===== src/tw_odo_pkg.sv =====
// ----------------------------------------------------------------------------
// tw_odo_pkg
// Shared types and constants for the three-wheel odometry tracker.
// ----------------------------------------------------------------------------
package tw_odo_pkg;

    localparam int ATAN_ENTRIES = 24;
    localparam int ANGLE_W      = 32;
    localparam int TRIG_W       = 35;   // signed Q1.30 sin/cos with headroom
    localparam int MUL_A_W      = 64;
    localparam int MUL_B_W      = 32;
    localparam int PROD_W       = MUL_A_W + MUL_B_W;

    localparam logic [33:0] CORDIC_GAIN_Q30 = 34'd652032874;

    // configuration register indexes
    localparam logic [1:0] REG_TRAVEL = 2'd0;
    localparam logic [1:0] REG_TURNS  = 2'd1;
    localparam logic [1:0] REG_ARM    = 2'd2;

    // request into the shared multiplier
    typedef struct packed {
        logic               start;
        logic [MUL_A_W-1:0] a_mag;
        logic [MUL_B_W-1:0] b_mag;
    } mul_req_t;

    // arctangent of 2^-i in binary angle units (one turn = 2^32)
    function automatic logic [31:0] atan_turns(input logic [4:0] idx);
        logic [31:0] v;
        unique case (idx)
            5'd0:    v = 32'h20000000;
            5'd1:    v = 32'h12E4051E;
            5'd2:    v = 32'h09FB385B;
            5'd3:    v = 32'h051111D4;
            5'd4:    v = 32'h028B0D43;
            5'd5:    v = 32'h0145D7E1;
            5'd6:    v = 32'h00A2F61E;
            5'd7:    v = 32'h00517C55;
            5'd8:    v = 32'h0028BE53;
            5'd9:    v = 32'h00145F2F;
            5'd10:   v = 32'h000A2F98;
            5'd11:   v = 32'h000517CC;
            5'd12:   v = 32'h00028BE6;
            5'd13:   v = 32'h000145F3;
            5'd14:   v = 32'h0000A2FA;
            5'd15:   v = 32'h0000517D;
            5'd16:   v = 32'h000028BE;
            5'd17:   v = 32'h0000145F;
            5'd18:   v = 32'h00000A30;
            5'd19:   v = 32'h00000518;
            5'd20:   v = 32'h0000028C;
            5'd21:   v = 32'h00000146;
            5'd22:   v = 32'h000000A3;
            5'd23:   v = 32'h00000051;
            default: v = 32'h00000000;
        endcase
        return v;
    endfunction

endpackage


===== src/tw_odo_mul.sv =====
// ----------------------------------------------------------------------------
// tw_odo_mul
// Shared unsigned multiplier: 64 x 32 product built from two 32 x 32 passes.
// ----------------------------------------------------------------------------
module tw_odo_mul (
    input  logic                          clk,
    input  logic                          rst_n,
    input  tw_odo_pkg::mul_req_t          req,
    output logic                          done,
    output logic [tw_odo_pkg::PROD_W-1:0] prod
);
    import tw_odo_pkg::*;

    logic [MUL_A_W-1:0] a_reg;
    logic [MUL_B_W-1:0] b_reg;
    logic [PROD_W-1:0]  acc_reg;
    logic               busy_reg;
    logic               phase_reg;
    logic               done_reg;
    logic [63:0]        part;

    // one 32 x 32 multiplier, low half first then high half
    assign part = (phase_reg ? a_reg[63:32] : a_reg[31:0]) * b_reg;

    always_ff @(posedge clk or negedge rst_n)
    begin
        if (!rst_n)
        begin
            busy_reg  <= 1'b0;
            phase_reg <= 1'b0;
            done_reg  <= 1'b0;
        end
        else
        begin
            done_reg <= 1'b0;
            if (req.start)
            begin
                busy_reg  <= 1'b1;
                phase_reg <= 1'b0;
            end
            else if (busy_reg)
            begin
                if (phase_reg)
                begin
                    busy_reg <= 1'b0;
                    done_reg <= 1'b1;
                end
                phase_reg <= ~phase_reg;
            end
        end
    end

    always_ff @(posedge clk)
    begin
        if (req.start)
        begin
            a_reg <= req.a_mag;
            b_reg <= req.b_mag;
        end
        else if (busy_reg)
        begin
            if (phase_reg)
                acc_reg <= acc_reg + {part, 32'd0};
            else
                acc_reg <= {32'd0, part};
        end
    end

    assign done = done_reg;
    assign prod = acc_reg;

endmodule


===== config.mk =====
export PLATFORM = sky130hd
export DESIGN_NAME = tw_odo_mul
export DESIGN_NICKNAME = d
export VERILOG_FILES = /design/src/tw_odo_pkg.sv /design/src/tw_odo_mul.sv
export SDC_FILE = /design/constraint.sdc
export NUM_CORES = 2
export LEC_CHECK = 0
export ABC_CLOCK_PERIOD_IN_PS = 31400
export BUFFER_PORTS_ARGS = -buffer_cell sky130_fd_sc_hd__buf_2
export CORE_MARGIN = 2
export CORE_UTILIZATION = 47
export DETAILED_ROUTE_END_ITERATION = 7
export PLACE_DENSITY = 0.6
export SLEW_MARGIN = 20
export SYNTH_ARGS = -nofsm -noshare
export SYNTH_HDL_FRONTEND = slang
export SYNTH_SLANG_ARGS = --single-unit

===== constraint.sdc =====
create_clock -name clk -period 31.4 [get_ports clk]
set_input_delay 4.71 -clock clk [delete_from_list [all_inputs] [get_ports clk]]
set_output_delay 4.71 -clock clk [all_outputs]
set_load 0.01 [all_outputs]

==> impl_metrics.py <==
metrics = {
    "run_status": {
        "status": "completed",
    },
    "synthesis": {
        "syn_inst": 4608,
        "synth_ff_type": "edfxtp_1",
        "synth_warnings": 0,
        "syn_area_per_cell_sq_um": 9.59,
        "synth_edf_count": 192,
        "syn_area_sq_um": 44200,
        "ys_types": 84,
        "synthesis.nets": 5941,
        "synth.yosys.seq_area_share_pct": 13.2,
        "ys_seq_elements": 195,
        "synthArstFlopShare_pct": 1.54,
    },
    "clock_network": {
        "ctsLongestPathBuffers": 2,
        "cts-buffers-inserted": 17,
        "clkTransAtPathRegs_ps": 110,
        "post-cts-setup-buffers": 0,
        "cts_tree": "yes",
        "clkSinkCount": 195,
        "cts-root-buf": "clkbuf_16",
        "cts_max_level": 4,
        "postCtsHoldBufs": 0,
        "clkLatencyLatePin_ps": 540,
        "post_cts_resized": 0,
    },
    "die": {
        "num_rows": 112,
        "start_util_pct": 47.4,
        "design.core.area_sq_um": 93300,
        "die_x_um": 311,
        "die_area_sq_um": 96500,
        "boundaryPins": 196,
        "die_y_um": 311,
    },
    "route": {
        "dr.pass1.iters": 5,
        "wl_per_cell_um": 21.1,
        "vias": 31600,
        "drt_iter0_drc": 2076,
        "remaining_drc_errors": 0,
        "ant_nets": 0,
        "vias_per_cell": 5.37,
        "drt-total-wl_mm": 124,
    },
    "sta": {
        "setup_tns_ps": 0,
        "finClkSkew_ps": 32.7,
        "fmax_mhz": 80.7,
        "setup_violations": 0,
        "rsz0062_at_grt": "no",
        "hold_viol_final": 0,
        "worst_pin_slew_ps": 1030,
        "relSlewSlack_pct": 31.7,
        "drv_slew": 0,
        "fin_crit_sh_pct": 39.5,
        "period_minus_slack_ps": 12390,
    },
    "layout": {
        "multi_input_area_sq_um": 34100,
        "antennaDiodeCount": 0,
        "nets": 5946,
        "seq_area_sq_um": 5840,
        "fill_cells": 8859,
        "syn2layout_area_growth_pct": 5.79,
        "largest_register_ffs": 96,
        "final_common_cell": "fa_1",
        "drive_gt1_share_pct": 7.91,
        "layout_common_cells": "fa_1, inv_1, and2_1",
    },
    "critical_path": {
        "crit_path_end_kind": "flop",
        "critPathMaxFanout": 41,
        "critPathMaxStageDelay_ps": 930,
        "critPathKind": "reg2reg",
        "cp.arrival_ps": 12670,
        "startpoint_type": "flop",
        "cp_data_required_time_ps": 31670,
        "cpMostUsedCell": "fa_1",
        "crit_slowest_cell": "dfrtp_4",
    },
    "grt": {
        "antenna_found_initial": 4,
        "grt_max_degree": 67,
        "grt-ovfl-total": 0,
        "grt_pass1_wl_mm": 198,
        "first_global_vias": 33700,
        "gr-usage-all-layers_pct": 26.6,
    },
    "placed_design": {
        "finalWeightedCongestion": 0.942,
        "io_buffers": 195,
        "place_hpwl_mm": 97.9,
    },
    "hold_path": {
        "hold_class": "reg2reg",
    },
    "flow_run": {
        "cap_violations": 0,
    },
}
-- critical path: cells and delay by family, from the launching register on --
family / cells / cell delay (ps)
flops: 1 / 930
compound gates: 7 / 2000
fa+ha+maj: 10 / 4870
xor+xnor: 2 / 780
buf+inv: 5 / 880
mux: 1 / 680
simple gates: 9 / 1870
-- final cells by class --
cell class / instances / area share [%]
multi-input cells: 3288 / 73.0
repair buffers: 249 / 2.96
clock inverters: 14 / 0.372
well taps: 1254 / 3.36
flip-flops and latches: 195 / 12.5
inverters: 862 / 6.92
clock buffers: 18 / 0.939
-- layer usage --
layer	global-route usage, %	vias up	wire length, um
met5	0	-	9
met4	7.67	2	3560
met3	4.32	145	7920
met2	42.5	997	57900
met1	37.5	16300	54800
li1	-	14100	-
-- cell usage after synthesis, types with 16 or more instances --
| cell | count | area share [%] |
|---|---|---|
| nor2b_1 | 24 | 0.34 |
| fa_1 | 897 | 41 |
| xor2_1 | 42 | 0.83 |
| nand3_1 | 28 | 0.32 |
| inv_1 | 860 | 7.3 |
| a211oi_1 | 16 | 0.27 |
| nand2_1 | 561 | 4.8 |
| nand2b_1 | 19 | 0.27 |
| ha_1 | 337 | 9.5 |
| nand4_1 | 54 | 0.76 |
| and2_1 | 601 | 8.5 |
| a21oi_1 | 124 | 1.4 |
| o21bai_1 | 28 | 0.48 |
| clkbuf_1 | 242 | 2.1 |
| o21ai_1 | 16 | 0.18 |
| mux2_2 | 54 | 1.4 |
| nor2_1 | 115 | 0.98 |
| a21o_1 | 72 | 1.2 |
| o21ai_0 | 59 | 0.67 |
| edfxtp_1 | 192 | 13 |
| nor3_1 | 21 | 0.24 |
| xnor2_1 | 78 | 1.5 |
-- cell families after synthesis --
kind of cell / Yosys count / share of synthesized area [%]
buffers and inverters: 1125 / 9.62
multiplexers: 58 / 1.47
XOR/XNOR: 121 / 2.43
AND/OR/NAND/NOR: 1457 / 16.7
AO/OA/AOI/OAI: 418 / 6.39
flip-flops: 195 / 13.2
adder cells (fa/ha/maj): 1234 / 50.2
-- path summary, 6_finish.rpt --
path	startpoint	end	slack (ps)	cells past startpoint
min reg2reg	busy_reg$_DFF_PN0_	busy_reg$_DFF_PN0_	540	1
max	phase_reg$_DFFE_PN0P_	prod[95]$_SDFFCE_PN0P_	19010	34
min	busy_reg$_DFF_PN0_	busy_reg$_DFF_PN0_	540	1
min in group asynchronous	rst_n	phase_reg$_DFFE_PN0P_	3970	1
max in group asynchronous	rst_n	phase_reg$_DFFE_PN0P_	27260	1
max reg2reg	phase_reg$_DFFE_PN0P_	prod[95]$_SDFFCE_PN0P_	19010	34
-- stage by stage --
stage	instances	cell area (sq um)	hold WS [ps]	utilization [%]	setup slack, ps
finish	5880	46800	543	50.1	19010
global route	5880	46800	561	50.1	18400
CTS	5880	46800	545	50.1	19110
detailed placement	5848	46200	525	49.5	19180
global placement	5848	46200	515	49.5	19270
floorplan	4608	44200	488	-	21550
Power is left out: the tool's default activity adds up to more than one toggle a clock period on the data nets, which glitch-free logic cannot reach.
