## src/tw_odo_pkg.sv

```systemverilog
// ----------------------------------------------------------------------------
// tw_odo_pkg
// Shared types and constants for the three-wheel odometry tracker.
// ----------------------------------------------------------------------------
package tw_odo_pkg;

    localparam int ATAN_ENTRIES = 24;
    localparam int ANGLE_W      = 32;
    localparam int TRIG_W       = 35;   // signed Q1.30 sin/cos with headroom
    localparam int MUL_A_W      = 64;
    localparam int MUL_B_W      = 32;
    localparam int PROD_W       = MUL_A_W + MUL_B_W;

    localparam logic [33:0] CORDIC_GAIN_Q30 = 34'd652032874;

    // configuration register indexes
    localparam logic [1:0] REG_TRAVEL = 2'd0;
    localparam logic [1:0] REG_TURNS  = 2'd1;
    localparam logic [1:0] REG_ARM    = 2'd2;

    // request into the shared multiplier
    typedef struct packed {
        logic               start;
        logic [MUL_A_W-1:0] a_mag;
        logic [MUL_B_W-1:0] b_mag;
    } mul_req_t;

    // arctangent of 2^-i in binary angle units (one turn = 2^32)
    function automatic logic [31:0] atan_turns(input logic [4:0] idx);
        logic [31:0] v;
        unique case (idx)
            5'd0:    v = 32'h20000000;
            5'd1:    v = 32'h12E4051E;
            5'd2:    v = 32'h09FB385B;
            5'd3:    v = 32'h051111D4;
            5'd4:    v = 32'h028B0D43;
            5'd5:    v = 32'h0145D7E1;
            5'd6:    v = 32'h00A2F61E;
            5'd7:    v = 32'h00517C55;
            5'd8:    v = 32'h0028BE53;
            5'd9:    v = 32'h00145F2F;
            5'd10:   v = 32'h000A2F98;
            5'd11:   v = 32'h000517CC;
            5'd12:   v = 32'h00028BE6;
            5'd13:   v = 32'h000145F3;
            5'd14:   v = 32'h0000A2FA;
            5'd15:   v = 32'h0000517D;
            5'd16:   v = 32'h000028BE;
            5'd17:   v = 32'h0000145F;
            5'd18:   v = 32'h00000A30;
            5'd19:   v = 32'h00000518;
            5'd20:   v = 32'h0000028C;
            5'd21:   v = 32'h00000146;
            5'd22:   v = 32'h000000A3;
            5'd23:   v = 32'h00000051;
            default: v = 32'h00000000;
        endcase
        return v;
    endfunction

endpackage

```

## src/tw_odo_cordic.sv

```systemverilog
// ----------------------------------------------------------------------------
// tw_odo_cordic
// Rotation-mode CORDIC, one micro-rotation per cycle, gives cos and sin Q1.30.
// ----------------------------------------------------------------------------
module tw_odo_cordic #(
    parameter int CORDIC_STEPS = 16
) (
    input  logic                                 clk,
    input  logic                                 rst_n,
    input  logic                                 start,
    input  logic [tw_odo_pkg::ANGLE_W-1:0]       angle,
    output logic                                 done,
    output logic signed [tw_odo_pkg::TRIG_W-1:0] cos_q,
    output logic signed [tw_odo_pkg::TRIG_W-1:0] sin_q
);
    import tw_odo_pkg::*;

    localparam int STEP_W = (CORDIC_STEPS > 1) ? $clog2(CORDIC_STEPS) : 1;
    localparam logic [STEP_W-1:0] LAST_STEP = STEP_W'(CORDIC_STEPS - 1);

    logic signed [33:0] x_reg, y_reg, z_reg;
    logic [STEP_W-1:0]  step_reg;
    logic               busy_reg;
    logic               done_reg;
    logic               flip_reg;

    logic               flip_in;
    logic [31:0]        a_in;
    logic signed [33:0] dx, dy, atan_s;

    // fold the angle into the right half plane
    assign flip_in = angle[31] ^ angle[30];
    assign a_in    = flip_in ? (angle - 32'h80000000) : angle;

    assign dx     = y_reg >>> step_reg;
    assign dy     = x_reg >>> step_reg;
    assign atan_s = $signed({2'b00, atan_turns(5'(step_reg))});

    always_ff @(posedge clk or negedge rst_n)
    begin
        if (!rst_n)
        begin
            busy_reg <= 1'b0;
            done_reg <= 1'b0;
            step_reg <= '0;
        end
        else
        begin
            done_reg <= 1'b0;
            if (start)
            begin
                busy_reg <= 1'b1;
                step_reg <= '0;
            end
            else if (busy_reg)
            begin
                if (step_reg == LAST_STEP)
                begin
                    busy_reg <= 1'b0;
                    done_reg <= 1'b1;
                end
                else
                begin
                    step_reg <= step_reg + 1'b1;
                end
            end
        end
    end

    // micro-rotation datapath
    always_ff @(posedge clk)
    begin
        if (start)
        begin
            x_reg    <= $signed(CORDIC_GAIN_Q30);
            y_reg    <= '0;
            z_reg    <= $signed({{2{a_in[31]}}, a_in});
            flip_reg <= flip_in;
        end
        else if (busy_reg)
        begin
            if (!z_reg[33])
            begin
                x_reg <= x_reg - dx;
                y_reg <= y_reg + dy;
                z_reg <= z_reg - atan_s;
            end
            else
            begin
                x_reg <= x_reg + dx;
                y_reg <= y_reg - dy;
                z_reg <= z_reg + atan_s;
            end
        end
    end

    assign done  = done_reg;
    assign cos_q = flip_reg ? -TRIG_W'(x_reg) : TRIG_W'(x_reg);
    assign sin_q = flip_reg ? -TRIG_W'(y_reg) : TRIG_W'(y_reg);

endmodule

```

## config.mk

```make
export PLATFORM = sky130hd
export DESIGN_NAME = tw_odo_cordic
export DESIGN_NICKNAME = d
export VERILOG_FILES = /design/src/tw_odo_pkg.sv /design/src/tw_odo_cordic.sv
export SDC_FILE = /design/constraint.sdc
export NUM_CORES = 1
export LEC_CHECK = 0
export ABC_AREA = 1
export BUFFER_PORTS_ARGS = -buffer_cell sky130_fd_sc_hd__buf_4
export CORE_MARGIN = 4
export CORE_UTILIZATION = 44
export CTS_CLUSTER_DIAMETER = 40
export DETAILED_ROUTE_END_ITERATION = 8
export GPL_TIMING_DRIVEN = 1
export PLACE_DENSITY = 0.57
export RECOVER_POWER = 50
export SYNTH_ARGS = -nofsm -noshare
export SYNTH_HDL_FRONTEND = slang
export SYNTH_SLANG_ARGS = --single-unit
```

## constraint.sdc

```tcl
create_clock -name clk -period 6.2 [get_ports clk]
set_input_delay 0.62 -clock clk [delete_from_list [all_inputs] [get_ports clk]]
set_output_delay 0.62 -clock clk [all_outputs]
set_load 0.1 [all_outputs]
```

==> impl_results.md, run 1 <==
* Initial antenna violation count at 0
* Via-to-Cell Ratio at between 5 and 6
* Crit-path max cell delay at 1.76 ns
* Core area at about 39000 um2
* Ant diodes at 0
* Worst-Margin Slew at ~2.7 ns
* Vias at 19000
* Final max-slew violation count at 230
* Adder-cell share of the synthesized area at 8.62%
* Slowest cell on the critical path: clkbuf_1
* WL met2 at around 25 mm
* Vias in the first global route at roughly 18000
* Register area share after synthesis at around 15%
* Most common cell after layout, fill and taps aside: nand2_1
* I/O pin count at 106
* Worst Setup Path Type: flip-flop to output pin
* Die area at approximately 42000 um2
* Overflow left after global routing at 0
* Most frequent cells in the layout: nand2_1 (803), nand3_1 (316), nor2_1 (304)
* Rows at ~70
* Setup repair after global routing missed its margin: no
* Share of cells above drive strength 1 at between 7 and 8%
* Worst Skew at approximately 0.015 ns
* Period utilization at between 90% and 100%
* Data required time at the worst endpoint at approximately 5.6 ns
* Area grow syn2layout at 6.38%
* CP max FO at 47
* Post-synth top flop: dfxtp_1
* Max Root-Sink Buffers at 2
* Drt initial violations at 1234
* Setup TNS at 0 ns
* Outcome: complete, but fails checks
* ANT nets after route at 0
* CTS Buf Count at 9
* Gpl congestion at between 0.9 and 1
* Initial Utilization at roughly 45%
* Setup violators final at 0
* Crit. End Element: output pin
* Critical-path cell list: clkbuf_1, inv_1, clkbuf_1, a31oi_1, xor2_1, clkbuf_1
* Avg Cell Area, Syn at 5.87 um2
* Met3 wire length at roughly 3.8 mm
* Largest net degree at the start of global routing at 83
* CTS tree: done
* Cells after Synth at ~3000
* Die H at between 200 and 250 um
* Largest family of logic cells by synthesized area: simple AND/OR/NAND/NOR gates
* EDFF count, synth at 35
* Routed len/inst at around 17 um
* First-pass GRT wire length at between 90 and 100 mm
* Cell Area, Synth at ~17000 um2
* Maximum clock rate at 176 MHz
* YS warnings at 0
* DRC Markers at 0
* # Post-CTS Setup Buffers at 0
* M1 WL at approximately 30 mm
* CTS root buf: clkbuf_16
* Detailed Place HPWL at 48.0 mm
* Launching element type of the critical path: flip-flop
* Failing checks: capacitance limit, slew limit
* GRT Total Usage at ~28%
* Post-synthesis xor/xnor area fraction at 9.60%
* Max cap viols at 6
* Port Buf Inserts at around 110
* Seq cells post-synth at between 100 and 150
* Ys async rst share at 5.50%
* Worst skew pair latency at around 0.4 ns
* Fin nets at about 3100
* Post-synthesis simple-gate area fraction at approximately 40%
* Crit path DAT at 5.07 ns
* Synth cell types at 61
* Hold Path Class: input port to flip-flop
* Fin. Hold Viols at 0
* Syn Nets at a little over 3000
* Clock-pin transition on the worst setup and hold timing paths at ~0.090 ns
* Fill count at ~4400
* DR pass1 iterations at 6
* Fraction of the mapped netlist area in compound gates at about 16%
* Min cycle time layout at roughly 5.7 ns
* Top layer reached by signal wires: met4
* Max-slew headroom at the worst pin at -81.8%
* CTS sink cnt at 109
* H-tree depth at 3
* Die W at 206 um
* Post-synthesis mux area share at 0%
* Final wirelength at about 60 mm
* CP most frequent cell: clkbuf_1
==> worst max-delay path: cells and delay by family, from the launching register on <==
family | cells | cell delay, ns
buffers and inverters | 4 | 3.45
AO/OA/AOI/OAI | 1 | 0.61
XOR/XNOR | 1 | 0.18
flip-flops | 1 | 0.35
==> cell usage after synthesis (all sizes together) (2+ instances only) <==
library cell	instances	share of area [%]
o22ai	11	0.40
o31ai	10	0.46
o211ai	18	0.78
ha	114	8.3
xnor2	53	2.7
dfxtp	68	7.9
o221ai	3	0.19
o21bai	7	0.30
nand3	332	10
or2	29	1.1
inv	315	6.9
a31oi	32	1.2
o21a	16	0.70
a211oi	3	0.13
nand4	30	1.1
a21oi	177	5.1
nand2	827	18
a21boi	9	0.39
edfxtp	35	6.1
clkbuf	47	1.0
o21ai	183	5.4
nor2	322	7.4
a2111oi	2	0.10
fa	3	0.35
nor4	8	0.29
nor3	44	1.5
dfrtp	6	0.87
a21o	17	0.74
xor2	136	6.9
buf	68	2.6
==> per-layer routing <==
layer / up-vias / track usage (%)
li1: 9728 / -
met1: 8715 / 42.2
met2: 531 / 42.3
met3: 47 / 4.14
met4: 0 / 6.77
met5: - / 0
==> per-stage QoR <==
step,setup WS (ns),hold WS (ns),area [um2],instances,util (%)
after global placement,0.401,0.448,18200,3465,47.0
after floorplan,1.44,0.324,17200,2937,-
final,0.515,0.479,18300,3482,47.4
after CTS,0.324,0.461,18500,3482,47.8
after detailed placement,0.354,0.446,18200,3465,47.0
after global routing,0.0631,0.473,18300,3482,47.4
==> cells by family (layout without fill, tap and decap cells) <==
| kind of cell | count (synthesis) | count (layout) |
|---|---|---|
| XOR/XNOR | 189 | 189 |
| buffers and inverters | 431 | 458 |
| AND/OR/NAND/NOR | 1597 | 1597 |
| AO/OA/AOI/OAI | 494 | 494 |
| flip-flops | 109 | 109 |
| adder cells (fa/ha/maj) | 117 | 117 |
==> final cells by class <==
type | count | area, um2 | area share, %
clock buffers | 11 | 254 | 1.38
clock inverters | 5 | 48.8 | 0.266
inverters | 316 | 1190 | 6.51
multi-input cells | 2397 | 12900 | 70.2
flip-flops and latches | 109 | 2570 | 14.0
well taps | 518 | 648 | 3.53
repair buffers | 126 | 761 | 4.15
==> final timing paths <==
check                            start          end  slack, ns  cells after the start
max                           flip_reg    sin_q[20]       0.51                      6
min                          angle[28]    z_reg[28]       0.48                      3
max reg2reg                step_reg[1]    z_reg[19]       0.64                     22
min reg2reg                  x_reg[33]    x_reg[33]       0.60                      2
max in group asynchronous        rst_n  step_reg[3]       5.19                      2
min in group asynchronous        rst_n         done       0.67                      2
==> repair_timing <==
item	in CTS	in global routing
hold endpoints to repair	5	0
hold buffers	1	0
setup endpoints to repair	0	6
gates resized for setup	0	5
Power of run 1 is left out: the tool's default activity adds up to more than one toggle a clock period on the data nets, which glitch-free logic cannot reach.
==> inputs of run 2 (changes only) <==
Settings changed: CORE_MARGIN 4 to 10, CTS_BUF_LIST from default to sky130_fd_sc_hd__clkbuf_8.
==> impl_results.md, run 2 (synthesis gave the netlist of run 1 again) <==
* Outcome: complete, but fails checks
* Failing checks: capacitance limit, slew limit
* H-tree depth at 3 (unchanged)
* Rows at 72 (unchanged)
* Most frequent cells in the layout: nand2_1 (803), nand3_1 (316), nor2_1 (304)
* Core area at 38700 um2 (unchanged)
* Final Hold Slack at 0.403 ns (-0.0766 ns)
* Initial antenna violation count at 0 (unchanged)
* Ant diodes at 0 (unchanged)
* Fin nets at 3112 (+0.032%)
* Max cap viols at 3 (-3)
* Period utilization at 92.2% (+0.50 points)
* Data required time at the worst endpoint at 5.58 ns (about the same)
* Setup repair after global routing missed its margin: no
* CTS tree: done
* Maximum clock rate at 175 MHz (-0.54%)
* Port Buf Inserts at 105 (unchanged)
* Share of cells above drive strength 1 at 7.39% (+0.33 points)
* Vias in the first global route at 17600 (-2.0%)
* Area grow syn2layout at 5.86%
* Setup TNS at 0 ns (unchanged)
* Fill count at 4340 (-1.0%)
* Largest net degree at the start of global routing at 83 (unchanged)
* Dpl cell area at 18200 um2 (about the same)
* Die area at 47500 um2 (+12%)
* Min cycle time layout at 5.72 ns (+0.0311 ns)
* Finished Core Util at 47.1% (-0.23 points)
* Worst skew pair latency at 0.48 ns (+0.08 ns)
* Final wirelength at 61.4 mm (+1.9%)
* Overflow left after global routing at 0 (unchanged)
* Hold Path Class: input port to flip-flop
* Crit path DAT at 5.10 ns (+0.03 ns)
* Die W at 218 um (+5.8%)
* CTS Buf Count at 9 (unchanged)
* Die H at 218 um (+5.8%)
* Drt initial violations at 1584 (+28%)
* Fin. Hold Viols at 0 (unchanged)
* DR pass1 iterations at 6 (unchanged)
* Most common cell after layout, fill and taps aside: nand2_1
* Final max-slew violation count at 114 (-50%)
* Worst Skew at 0.0257 ns (+0.0109 ns)
* Critical path launch point: flip_reg
* DRC Markers at 0 (unchanged)
* Worst-Margin Slew at 2.43 ns (-0.298 ns)
* Launching element type of the critical path: flip-flop
* CTS sink cnt at 109 (unchanged)
* Max Root-Sink Buffers at 2 (unchanged)
* Clock-pin transition on the worst setup and hold timing paths at 0.13 ns (+0.04 ns)
* Via-to-Cell Ratio at 5.48 (+0.27%)
* Hold Path Stages at 3 (unchanged)
* GRT Total Usage at 25.1% (-3.0 points)
* First-pass GRT wire length at 95.7 mm (+0.26%)
* Gpl congestion at 0.935 (-4.5%)
* Detailed Place HPWL at 49.1 mm (+2.3%)
* CP max FO at 47 (unchanged)
* Vias at 19100 (+0.30%)
* Hold path start: angle[12]
* Initial Utilization at 44.5% (unchanged)
* Worst Setup Path Type: flip-flop to output pin
* ANT nets after route at 0 (unchanged)
* Setup violators final at 0 (unchanged)
* Crit. End Element: output pin
* # Post-CTS Setup Buffers at 0 (unchanged)
* Routed len/inst at 17.6 um (+1.9%)
* Reg2reg path depth at 28 (+27%)
* I/O pin count at 106 (unchanged)
* Fin area at 18300 um2 (-0.49%)
* Max-slew headroom at the worst pin at -61.9% (+20 points)
* CTS root buf: clkbuf_8
* RR Startpoint: step_reg[1]
run 2: worst paths after layout:
check / endpoint / slack (ns)
worst min register to register: y_reg[3] / 0.60
worst max-delay path: sin_q[28] / 0.48
min in group asynchronous: done / 0.60
worst max register to register: z_reg[29] / 0.52
max in group asynchronous: step_reg[1] / 5.24
worst min-delay path: z_reg[12] / 0.40
run 2: layout make-up:
cell class	instances	area (um2)	share of cell area [%]
clock buffers	9	124	0.678
clock inverters	7	60.1	0.329
inverters	316	1190	6.54
multi-input cells	2397	12900	70.5
flip-flops and latches	109	2570	14.1
well taps	518	648	3.55
repair buffers	127	790	4.32
run 2: what timing repair did:
item	in CTS	in global routing
hold buffers	1	0
setup endpoints to repair	0	6
hold endpoints to repair	6	0
resized for setup	0	5
run 2: per-stage QoR:
step / instances / setup WS [ns]
after detailed placement: 3466 / 0.243
after global placement: 3466 / 0.326
after floorplan: 2937 / 1.44
final: 3483 / 0.484
after global routing: 3483 / 0.0144
after CTS: 3483 / 0.209
run 2: critical path: stages, from the launching register on:
cell and delay [ns]:
edfxtp_1 0.34, clkbuf_1 1.70, inv_1 0.67, clkbuf_1 0.67, a31oi_1 0.51, a21oi_1 0.09, xor2_1 0.28, buf_4 0.33
run 2: routing by layer:
metal | vias up | GRT usage (%) | share of wire, % | routed length (um)
li1 | 9713 | - | - | -
met1 | 8791 | 36.6 | 50 | 30500
met2 | 524 | 37.8 | 42 | 26100
met3 | 50 | 4.13 | 6.4 | 3930
met4 | 0 | 5.39 | 1.5 | 890
met5 | - | 0 | 0 | 0
Power of run 2 is left out for the same reason.
==> inputs of run 3 (changes only) <==
Settings changed: CORE_UTILIZATION 44 to 35, PLACE_DENSITY 0.57 to 0.47.
==> impl_results.md, run 3 (synthesis gave the netlist of run 1 again) <==
* Drt initial violations at 1633 (+3.1%)
* CTS resizes at 0 (unchanged)
* Footprint of the multi-input gates at 12900 um2 (about the same)
* Fin. Hold Viols at 0 (unchanged)
* H-tree depth at 3 (unchanged)
* Final wirelength at 72.4 mm (+18%)
* Worst Setup Path Type: flip-flop to flip-flop
* Setup violators final at 0 (unchanged)
* Final Hold Slack at 0.401 ns (-0.00198 ns)
* Crit path DAT at 5.96 ns (+0.86 ns)
* Via-to-Cell Ratio at 5.34 (-2.5%)
* Area grow syn2layout at 7.25%
* Reg area at 2570 um2 (unchanged)
* Fin nets at 3121 (+0.29%)
* Finished Core Util at 37.9% (-9.3 points)
* CTS Buf Count at 9 (unchanged)
* Initial Utilization at 35.3% (-9.2 points)
* Overflow left after global routing at 0 (unchanged)
* Min cycle time layout at 5.71 ns (-0.00334 ns)
* Outcome: complete, but fails checks
* CP max FO at 24 (-49%)
* Launching element type of the critical path: flip-flop
* Hold Buf Count CTS at 1 (unchanged)
* CTS sink cnt at 109 (unchanged)
* CTS root buf: clkbuf_8
* Crit. End Element: flip-flop
* Initial antenna violation count at 1 (+1)
* Final max-slew violation count at 147 (+29%)
* Most frequent cells in the layout: nand2_1 (802), nand3_1 (316), nor2_1 (304)
* Period utilization at 92.1% (about the same)
* CP most frequent cell: inv_1
* Maximum clock rate at 175 MHz (about the same)
* Setup repair after global routing missed its margin: no
* ANT nets after route at 0 (unchanged)
* Ant diodes at 0 (unchanged)
* Share of cells above drive strength 1 at 7.40% (+0.011 points)
* Worst Skew at 0.0294 ns (+0.00363 ns)
* Vias at 19400 (+1.9%)
* Max-slew headroom at the worst pin at -72.5% (-11 points)
* CTS tree: done
* Setup TNS at 0 ns (unchanged)
* Fill count at 5538 (+28%)
* Data required time at the worst endpoint at 6.45 ns (+0.87 ns)
* Clock-pin transition on the worst setup and hold timing paths at 0.14 ns (about the same)
* GRT Total Usage at 23.9% (-1.2 points)
* Die area at 58600 um2 (+23%)
* Worst R2R Setup Slack at 0.49 ns (-0.03 ns)
* Failing checks: capacitance limit, slew limit
* Max cap viols at 4 (+1)
* Rows at 81 (+13%)
* Detailed Place HPWL at 57.5 mm (+17%)
* Slowest cell on the critical path: dfrtp_2
* Port Buf Inserts at 105 (unchanged)
* Largest net degree at the start of global routing at 74 (-11%)
* Vias in the first global route at 18600 (+6.0%)
* # Post-CTS Setup Buffers at 0 (unchanged)
* Core area at 48800 um2 (+26%)
* Max Root-Sink Buffers at 2 (unchanged)
* DRC Markers at 0 (unchanged)
* Die H at 242 um (+11%)
* DR pass1 iterations at 7 (+1)
* Worst skew pair latency at 0.48 ns (about the same)
* Gpl congestion at 0.916 (-2.0%)
* Crit-path max cell delay at 0.63 ns (-1.07 ns)
* Die W at 242 um (+11%)
* Worst-Margin Slew at 2.59 ns (+0.158 ns)
* First-pass GRT wire length at 111 mm (+16%)
* Most common cell after layout, fill and taps aside: nand2_1
* Hold Path Class: input port to flip-flop
* Routed len/inst at 19.9 um (+13%)
* I/O pin count at 106 (unchanged)
-- run 3: routing by layer --
| layer | vias to the layer above | global-route usage, % | share of wire (%) |
|---|---|---|---|
| met1 | 9091 | 31.1 | 46 |
| met4 | 0 | 8.01 | 3.0 |
| met5 | - | 0 | 0 |
| li1 | 9727 | - | - |
| met3 | 86 | 3.27 | 4.9 |
| met2 | 528 | 39.8 | 46 |
-- run 3: worst paths after layout --
path                             startpoint          end  cells past startpoint
min in group asynchronous             rst_n     busy_reg                      2
max in group asynchronous             rst_n  step_reg[1]                      2
worst max-delay path            step_reg[0]    z_reg[19]                     27
worst min-delay path              angle[20]    z_reg[20]                      3
worst max register to register  step_reg[0]    z_reg[19]                     27
worst min register to register     x_reg[0]     x_reg[0]                      2
-- run 3: per-stage QoR --
step | instances | instance area (um2) | worst slack [ns]
after CTS | 3638 | 18700 | 0.597
after detailed placement | 3621 | 18500 | 0.643
after floorplan | 2937 | 17200 | 1.44
after global routing | 3638 | 18500 | 0.0159
after global placement | 3621 | 18500 | 0.774
final | 3638 | 18500 | 0.487
-- run 3: cell type report --
type,instances,share of cell area [%]
multi-input cells,2397,69.6
flip-flops and latches,109,13.9
inverters,316,6.43
repair buffers,136,4.55
well taps,664,4.49
clock buffers,9,0.670
clock inverters,7,0.406
-- run 3: critical path: cells and delay by family, from the launching register on --
kind                     cells  cell delay, ns
AO/OA/AOI/OAI                7            1.87
AND/OR/NAND/NOR              8            1.09
adder cells (fa/ha/maj)      3            0.95
buffers and inverters        8            0.79
flip-flops                   1            0.63
XOR/XNOR                     1            0.16
Power of run 3 is left out for the same reason.
